## src/hdl/trle_pkg.sv

```systemverilog
// Shared types and constants for the triple redundant run-length encoder.
// No dependencies; imported by the tracker, the emitter and the top level.
`default_nettype none

package trle_pkg;

    // Default number of copies of each encoded byte
    localparam int COPIES_DEFAULT = 3;

    // Digit range bounds and code offsets
    localparam logic [7:0] DIGIT_LO      = 8'd47;
    localparam logic [7:0] DIGIT_HI      = 8'd58;
    localparam logic [7:0] DIGIT_SINGLE  = 8'd20;
    localparam logic [7:0] DIGIT_MULTI   = 8'd10;
    localparam logic [7:0] LETTER_MULTI  = 8'd32;
    localparam logic [7:0] LEN_WITH_COPY = 8'd3;
    localparam logic [7:0] LEN_MAX       = 8'd255;
    localparam logic [7:0] END_MARK      = 8'd0;

    // One finished run, ready to be written out
    typedef struct packed {
        logic [7:0] code_byte;
        logic [7:0] run_len;
        logic       has_len;
    } run_desc_t;

endpackage

`default_nettype wire

```

## src/hdl/triple_redundant_run_length_encoder_top.sv

```systemverilog
// Top level of the triple redundant run-length encoder.
// Depends on trle_pkg, trle_tracker and trle_emitter.
//
//  channel | dir | ports                          | transfer when
//  s_      | in  | s_symbol_in                    | s_valid && s_ready
//  m_      | out | m_code_byte, m_last_of_run     | m_valid && m_ready
//
// An input byte is taken when s_valid and s_ready are high; a byte that closes a
// run yields COPIES or 2*COPIES result bytes, one per cycle from the emitter's
// output counter while m_ready holds high.
// A one-entry descriptor register lets the tracker take bytes while the emitter
// drains; s_ready drops only while that register is full and not being loaded out.
// Reset (aresetn, synchronous, active low) discards any open run and drops results.
`default_nettype none

module triple_redundant_run_length_encoder_top #(
    parameter int COPIES = trle_pkg::COPIES_DEFAULT
) (
    input  wire        aclk,
    input  wire        aresetn,
    input  wire        s_valid,
    output logic       s_ready,
    input  wire  [7:0] s_symbol_in,
    output logic       m_valid,
    input  wire        m_ready,
    output logic [7:0] m_code_byte,
    output logic       m_last_of_run
);
    import trle_pkg::*;

    logic      desc_valid;
    logic      desc_ready;
    run_desc_t desc;

    trle_tracker u_tracker (
        .aclk        (aclk),
        .aresetn     (aresetn),
        .s_valid     (s_valid),
        .s_ready     (s_ready),
        .s_symbol_in (s_symbol_in),
        .desc_valid  (desc_valid),
        .desc_ready  (desc_ready),
        .desc        (desc)
    );

    trle_emitter #(
        .COPIES (COPIES)
    ) u_emitter (
        .aclk          (aclk),
        .aresetn       (aresetn),
        .desc_valid    (desc_valid),
        .desc_ready    (desc_ready),
        .desc          (desc),
        .m_valid       (m_valid),
        .m_ready       (m_ready),
        .m_code_byte   (m_code_byte),
        .m_last_of_run (m_last_of_run)
    );

`ifndef NO_ASSERTIONS
    // Input stalls only behind a pending descriptor
    a_stall_cause: assert property (@(posedge aclk) disable iff (!aresetn)
        !s_ready |-> desc_valid)
        else $error("input stalled with no pending descriptor");

    // A pending descriptor is only held back while a result is being shown
    a_desc_wait: assert property (@(posedge aclk) disable iff (!aresetn)
        (desc_valid && !desc_ready) |-> m_valid)
        else $error("descriptor waiting while emitter idle");

    // No result right after reset
    a_reset_idle: assert property (@(posedge aclk)
        !aresetn |=> !m_valid)
        else $error("result valid after reset");
`endif

endmodule

`default_nettype wire

```

## src/hdl/trle_tracker.sv

```systemverilog
// Run tracker: follows the open run and encodes a finished run into a descriptor.
// Depends on trle_pkg; feeds trle_emitter through a one-entry descriptor register.
`default_nettype none

module trle_tracker (
    input  wire                   aclk,
    input  wire                   aresetn,
    input  wire                   s_valid,
    output logic                  s_ready,
    input  wire  [7:0]            s_symbol_in,
    output logic                  desc_valid,
    input  wire                   desc_ready,
    output trle_pkg::run_desc_t   desc
);
    import trle_pkg::*;

    logic [7:0] run_symbol_reg, run_symbol_next;
    logic [7:0] run_length_reg, run_length_next;
    logic       desc_valid_reg, desc_valid_next;
    run_desc_t  desc_reg, desc_next;

    logic       s_xfer;
    logic       emit;
    logic       digit;
    run_desc_t  enc;

    // Take a new byte while the descriptor slot is free or being drained
    assign s_ready = !desc_valid_reg || desc_ready;
    assign s_xfer  = s_valid && s_ready;

    // Encode the open run
    always_comb begin
        digit = (run_symbol_reg > DIGIT_LO) && (run_symbol_reg < DIGIT_HI);
        if (run_length_reg == 8'd1) begin
            enc.code_byte = digit ? run_symbol_reg - DIGIT_SINGLE : run_symbol_reg;
        end else begin
            enc.code_byte = digit ? run_symbol_reg - DIGIT_MULTI
                                  : run_symbol_reg + LETTER_MULTI;
        end
        enc.run_len = run_length_reg;
        enc.has_len = (run_length_reg >= LEN_WITH_COPY);
    end

    // A differing byte closes an open run
    assign emit = (run_length_reg != 8'd0) && (s_symbol_in != run_symbol_reg);

    // Advance run state and descriptor slot
    always_comb begin
        run_symbol_next = run_symbol_reg;
        run_length_next = run_length_reg;
        desc_valid_next = desc_valid_reg && !desc_ready;
        desc_next       = desc_reg;
        if (s_xfer) begin
            if (run_length_reg == 8'd0) begin
                if (s_symbol_in != END_MARK) begin
                    run_symbol_next = s_symbol_in;
                    run_length_next = 8'd1;
                end
            end else if (!emit) begin
                if (run_length_reg != LEN_MAX) begin
                    run_length_next = run_length_reg + 8'd1;
                end
            end else begin
                desc_valid_next = 1'b1;
                desc_next       = enc;
                run_symbol_next = s_symbol_in;
                run_length_next = (s_symbol_in == END_MARK) ? 8'd0 : 8'd1;
            end
        end
    end

    always_ff @(posedge aclk) begin
        if (!aresetn) begin
            run_symbol_reg <= 8'd0;
            run_length_reg <= 8'd0;
            desc_valid_reg <= 1'b0;
        end else begin
            run_symbol_reg <= run_symbol_next;
            run_length_reg <= run_length_next;
            desc_valid_reg <= desc_valid_next;
        end
        desc_reg <= desc_next;
    end

    assign desc_valid = desc_valid_reg;
    assign desc       = desc_reg;

endmodule

`default_nettype wire

```

## src/hdl/trle_emitter.sv

```systemverilog
// Emitter: COPIES code bytes per descriptor, then COPIES length bytes if has_len.
// Depends on trle_pkg; driven by trle_tracker.
`default_nettype none

module trle_emitter #(
    parameter int COPIES = trle_pkg::COPIES_DEFAULT
) (
    input  wire                   aclk,
    input  wire                   aresetn,
    input  wire                   desc_valid,
    output logic                  desc_ready,
    input  trle_pkg::run_desc_t   desc,
    output logic                  m_valid,
    input  wire                   m_ready,
    output logic [7:0]            m_code_byte,
    output logic                  m_last_of_run
);
    import trle_pkg::*;

    localparam int CNT_W = (COPIES > 1) ? $clog2(COPIES) : 1;
    localparam logic [CNT_W-1:0] CNT_LAST = CNT_W'(COPIES - 1);

    logic             busy_reg, busy_next;
    logic             phase_reg, phase_next;
    logic [CNT_W-1:0] cnt_reg, cnt_next;
    run_desc_t        cur_reg, cur_next;

    logic m_xfer;
    logic copy_done;
    logic run_done;

    assign m_xfer    = busy_reg && m_ready;
    assign copy_done = (cnt_reg == CNT_LAST);
    assign run_done  = copy_done && (phase_reg || !cur_reg.has_len);

    // Load a new run when idle or on the final transfer of the current one
    assign desc_ready = !busy_reg || (m_xfer && run_done);

    always_comb begin
        busy_next  = busy_reg;
        phase_next = phase_reg;
        cnt_next   = cnt_reg;
        cur_next   = cur_reg;
        if (m_xfer) begin
            if (!copy_done) begin
                cnt_next = cnt_reg + CNT_W'(1);
            end else if (!run_done) begin
                phase_next = 1'b1;
                cnt_next   = '0;
            end else begin
                busy_next = 1'b0;
            end
        end
        if (desc_valid && desc_ready) begin
            busy_next  = 1'b1;
            phase_next = 1'b0;
            cnt_next   = '0;
            cur_next   = desc;
        end
    end

    always_ff @(posedge aclk) begin
        if (!aresetn) begin
            busy_reg  <= 1'b0;
            phase_reg <= 1'b0;
            cnt_reg   <= '0;
        end else begin
            busy_reg  <= busy_next;
            phase_reg <= phase_next;
            cnt_reg   <= cnt_next;
        end
        cur_reg <= cur_next;
    end

    // Drive the result from held state
    assign m_valid       = busy_reg;
    assign m_code_byte   = phase_reg ? cur_reg.run_len : cur_reg.code_byte;
    assign m_last_of_run = run_done;

endmodule

`default_nettype wire

```

## config.mk

```make
export PLATFORM = sky130hd
export DESIGN_NAME = triple_redundant_run_length_encoder_top
export DESIGN_NICKNAME = d
export VERILOG_FILES = /design/src/hdl/trle_pkg.sv /design/src/hdl/triple_redundant_run_length_encoder_top.sv /design/src/hdl/trle_tracker.sv /design/src/hdl/trle_emitter.sv
export SDC_FILE = /design/constraint.sdc
export NUM_CORES = 1
export LEC_CHECK = 0
export BUFFER_PORTS_ARGS = -buffer_cell sky130_fd_sc_hd__buf_4
export CORE_MARGIN = 1.5
export CORE_UTILIZATION = 35
export DETAILED_ROUTE_END_ITERATION = 7
export GPL_TIMING_DRIVEN = 1
export PLACE_DENSITY = 0.53
export SLEW_MARGIN = 20
export SYNTH_ARGS = -nofsm -noshare
export SYNTH_HDL_FRONTEND = slang
export SYNTH_HIERARCHICAL = 1
export SYNTH_SLANG_ARGS = --single-unit
```

## constraint.sdc

```tcl
create_clock -name aclk -period 3.8 [get_ports aclk]
set_input_delay 0.38 -clock aclk [delete_from_list [all_inputs] [get_ports aclk]]
set_output_delay 0.38 -clock aclk [all_outputs]
set_load 0.05 [all_outputs]
```

# After elaboration in Yosys (flattened, before gate mapping)
# Cells that the tools add are included.
# classes
n_addsub	5
order_cmp	3
eq_ne	6
n_mux	21
n_bitwise	3
reduce_logical	31
# ops
operator	count
two-way mux 8 bit	11
zero test 8 bit	2
nonzero test 8 bit	2
AND reduction 3 bit	5
adder 8 x 1 -> 8 bit, second input constant	1
adder 8 x 6 -> 8 bit, second input constant	1
equality test 8 x 1 -> 1 bit, second input constant	1
>= comparator 8 x 2 -> 1 bit, second input constant	1
> comparator 8 x 6 -> 1 bit, second input constant	1
logical AND 1 bit	8
less-than comparator 8 x 6 -> 1 bit, second input constant	1
two-way mux 1 bit	8
!= test 8 bit	1
!= test 8 bit, second input constant	1
nonzero test 2 bit	4
subtractor 8 x 4 -> 8 bit, second input constant	1
subtractor 8 x 5 -> 8 bit, second input constant	1
zero test 1 bit	4
two-way mux 2 bit	2
!= test 2 bit, second input constant	2
logical OR 1 bit	3
NOT 1 bit	3
nonzero test 3 bit	1
adder 2 x 1 -> 2 bit, second input constant	1
3 further kinds	3
# totals
reg_bits	55
inputBits	12
out_inout_bits	11

# Longest topological paths before layout
# logic_depth
ltp_word	10
ltp_mapped	11
ltp_nobuf	9

# Modules after synthesis
# The synthesis kept the hierarchy.
# modules_own_cells
mod	instances	cells_each	area_per_inst_um2	seq_area_each_um2
trle_tracker	1	187	1851.8	850.8
trle_emitter	1	52	869.6	590.6

# Worst setup path before layout
# No wires, ideal clock.
# synth_path
kind	register to register
from	reg u_emitter.busy_reg, in the netlist u_emitter/m_valid
to	reg u_tracker.desc_reg, in the netlist u_tracker/desc[0], enable pin
arrival_ns	2.390
required_time_ns	3.406
path_slack_ns	1.016
path_stages_with_launch	8
path_buffers	0
period_less_slack_ns	2.784
path_cell_list	dfxtp_1 inv_1 a31oi_4 inv_1 nor2b_1 inv_1 o311a_1 nor2b_1
# synth_between
elab_chain_cells	6
elab_cells_between_ends	7
# synth_lines
item	line	rtl
start, declared	trle_emitter.sv:23	logic busy_reg, busy_next;
start signal, assigned	trle_emitter.sv:68	busy_reg <= busy_next;
logical AND 1 bit	trle_emitter.sv:32	assign m_xfer = busy_reg && m_ready;
logical AND 1 bit	trle_emitter.sv:37	assign desc_ready = !busy_reg || (m_xfer && run_done);
logical OR 1 bit *	trle_emitter.sv:37	
via desc_ready	triple_redundant_run_length_encoder_top.sv:32	logic desc_ready;
logical OR 1 bit *	trle_tracker.sv:28	assign s_ready = !desc_valid_reg || desc_ready;
via s_ready	triple_redundant_run_length_encoder_top.sv:22	output logic s_ready,
logical AND 1 bit *	trle_tracker.sv:29	assign s_xfer = s_valid && s_ready;
AND reduction 3 bit (no line) *	--	
end signal, assigned	trle_tracker.sv:82	desc_reg <= desc_next;
end, declared	trle_tracker.sv:20	run_desc_t desc_reg, desc_next;
# The timed path passes the listed nets; every way through them passes the cells marked *.
# A chain may end at the register's enable or synchronous reset.

==> flow_summary.toml <==
[run_status]
status = "finished clean"

[drt]
vias_per_cell = 4.93
detail_route.wl_per_cell_um = 13.5
wirelength_mm = 4.86
dr.pass1.iters = 4
via_count = 1781
drtIter0Drc = 67
ant_nets = 0
remaining_drc_errors = 0

[sta]
finalHoldViolCount = 0
rsz0062_at_grt = "false"
finalSetupTns_ps = 0
fmaxAchievable_ghz = 0.398
tightestPinTransition_ps = 875
drv_slew = 0
slew_headroom_pct = 41.5
final-setup-viol-count = 0
worst_clock_skew_ps = 6.19
layout_min_cycle_time_ps = 2510
fin_crit_sh_pct = 66.1

[clock_network]
cts_max_level = 2
cts_buffer_depth = 2
cts_root_buf = "clkbuf_8"
clk_pin_slew_worst_paths_ps = 100
insertion_delay_ps = 300
post-cts-setup-buffers = 0
hold_buffers = 0
cts_buffers = 5
cts_tree = "yes"
clock_sinks = 55
cts.repair.resized = 0

[placed_design]
port_buffers = 22
place_inst = 353
dp_hpwl_mm = 3.49
place.gp.congestion = 0.849

[setup_path]
critPathKind = "reg2reg"
cp_num_buf_inv = 1
cp_cell_sequence = "inv_1 > ha_1 > a21oi_1 > nand4_1 > or3b_2 > a211o_1 > o211ai_1"
r2r-start = "u_tracker/run_symbol_reg[2]$_SDFFE_PN0P_"
crit_start = "u_tracker/run_symbol_reg[2]$_SDFFE_PN0P_"
cpPeakStageDelay_ps = 590
critPathLaunchType = "register"
crit_fanout = 13
critical_path_cell_count = 7
r2r_slack_ps = 1290
reg2reg_depth = 7
critPathRequiredTime_ps = 3940
critical-path-top-delay-family = "simple AND/OR/NAND/NOR gates"
cp-end-kind = "register"
arrival_ps = 2650
setup.worst_path.end = "u_tracker/desc[16]$_DFFE_PP_"
reg2reg_to = "u_tracker/desc[16]$_DFFE_PP_"
slowest_stage = "or3b_2"

[layout]
syn_to_final_growth_pct = 12.6
n_antenna_cell = 0
final_common_cell = "edfxtp_1"
final_layout_size_suffix_gt1_share_pct = 17.2
final_cells = 361
layout_common_cells = "edfxtp_1 (34), nand2_1 (27), buf_4 (24)"
nNetsFinal = 283

[synthesis]
synth_warnings = 6
syn-num-nets = 261
yosys_register_bits = 55
yosys.area_share.simple_pct = 17.7
synth_cells = 239
synth-edff-count = 34
synth_top_family_by_area = "simple AND/OR/NAND/NOR gates"
synth_adder_area_share_pct = 4.60
async_reset_ff_share_pct = 0
synth_area_um2 = 2720
synthFlopType = "edfxtp_1"
synth_area_leaders = "edfxtp_1 (38%), dfxtp_1 (15%), ha_1 (4.6%)"
muxShareOfSynthArea_pct = 6.99
synth.top_cell.area_share_pct = 37.5
synth_area_leader_cell = "edfxtp_1"
ys_seq_area_share_pct = 53.0
synth_compound_area_share_pct = 11.3
syn_avg_cell_area_um2 = 11.4
synth_xor_area_share_pct = 2.90
synthDistinctLibCells = 53

[floorplanning]
design.die.area_um2 = 8310
rows = 31
die_w_um = 91.2
core-area_um2 = 7370
start_util_pct = 36.9
ioPinCount = 23
fp.dieH_um = 91.2

[worst_hold_path]
hold_path.class = "in2reg"
min_path_cells = 3
hp-start = "s_symbol_in[0]"

[power_and_ir_drop]
ir_worst_vdd_mv = 0.123
p_total_mw = 1.10
leakage_nw = 1.12
powerDensity_nw_per_um2 = 358

[flow_run]
max_cap_violations = 0

[global_route]
antenna_found_initial = 0
overflow = 0
grt_pass1_vias = 1674
grt_pass1_wl_mm = 7.99
grt_start_max_net_pins = 33
track_usage_pct = 12.0
-- worst min-delay path by stage --
stage	slack, ps	end
finish	340	u_tracker/run_symbol_reg[0]$_SDFFE_PN0P_
global route	340	u_tracker/run_symbol_reg[5]$_SDFFE_PN0P_
CTS	330	u_tracker/run_symbol_reg[2]$_SDFFE_PN0P_
detailed placement	400	u_emitter/cur_reg[11]$_DFFE_PP_
global placement	410	u_emitter/cur_reg[14]$_DFFE_PP_
floorplan	400	u_emitter/cur_reg[0]$_DFFE_PP_
-- layer usage --
layer / up-vias / share of wire [%] / track usage [%]
li1: 917 / - / -
met2: 26 / 45 / 18.7
met5: - / 0 / 0
met4: 0 / 1.2 / 4.17
met1: 829 / 51 / 16.5
met3: 9 / 2.3 / 2.60
-- stage by stage --
step	cell area (µm²)	setup slack, ps	hold WS, ps	util [%]
2_1_floorplan	2720	1020	400	-
3_3_place_gp	2980	1330	405	40.4
3_5_place_dp	2980	1310	405	40.4
4_1_cts	3070	1280	334	41.6
5_1_grt	3070	1100	340	41.6
6_report	3070	1290	337	41.6
-- area by class of cell --
type / count / area [µm²]
flip-flops and latches: 55 / 1440
clock inverters: 2 / 16.3
clock buffers: 6 / 72.6
inverters: 13 / 48.8
well taps: 99 / 124
repair buffers: 24 / 180
fillers: 728 / 4300
multi-input cells: 162 / 1180
-- logic make-up (layout without fill, tap and decap cells) --
group                    Yosys count  in the layout
AO/OA/AOI/OAI                     38             38
XOR/XNOR                           9              9
adder cells (fa/ha/maj)           10             10
buffers and inverters             22             45
flip-flops                        55             55
multiplexers                      18             18
AND/OR/NAND/NOR                   87             87
-- synth_stat cells, types with 6 or more instances --
| cell | number |
|---|---|
| dfxtp_1 | 21 |
| ha_1 | 10 |
| a21oi_1 | 8 |
| xnor2_1 | 9 |
| nand2_1 | 27 |
| nand4_1 | 6 |
| edfxtp_1 | 34 |
| clkbuf_1 | 7 |
| nor2_1 | 9 |
| inv_1 | 13 |
| nand3_1 | 12 |
| mux2i_1 | 10 |
-- worst reg2reg max path: stages (launching register included) --
cell and delay, ps:
dfxtp_1 500, inv_1 140, ha_1 220, a21oi_1 130, nand4_1 410, or3b_2 590
a211o_1 260, o211ai_1 90
-- power breakdown --
| group | switching, mW | internal [mW] | total, mW |
|---|---|---|---|
| clock | 0.188 | 0.133 | 0.321 |
| sequential | 0.0170 | 0.654 | 0.670 |
| combinational | 0.0610 | 0.0455 | 0.107 |
| total | 0.266 | 0.832 | 1.10 |
(Power assumes the default switching activity.)
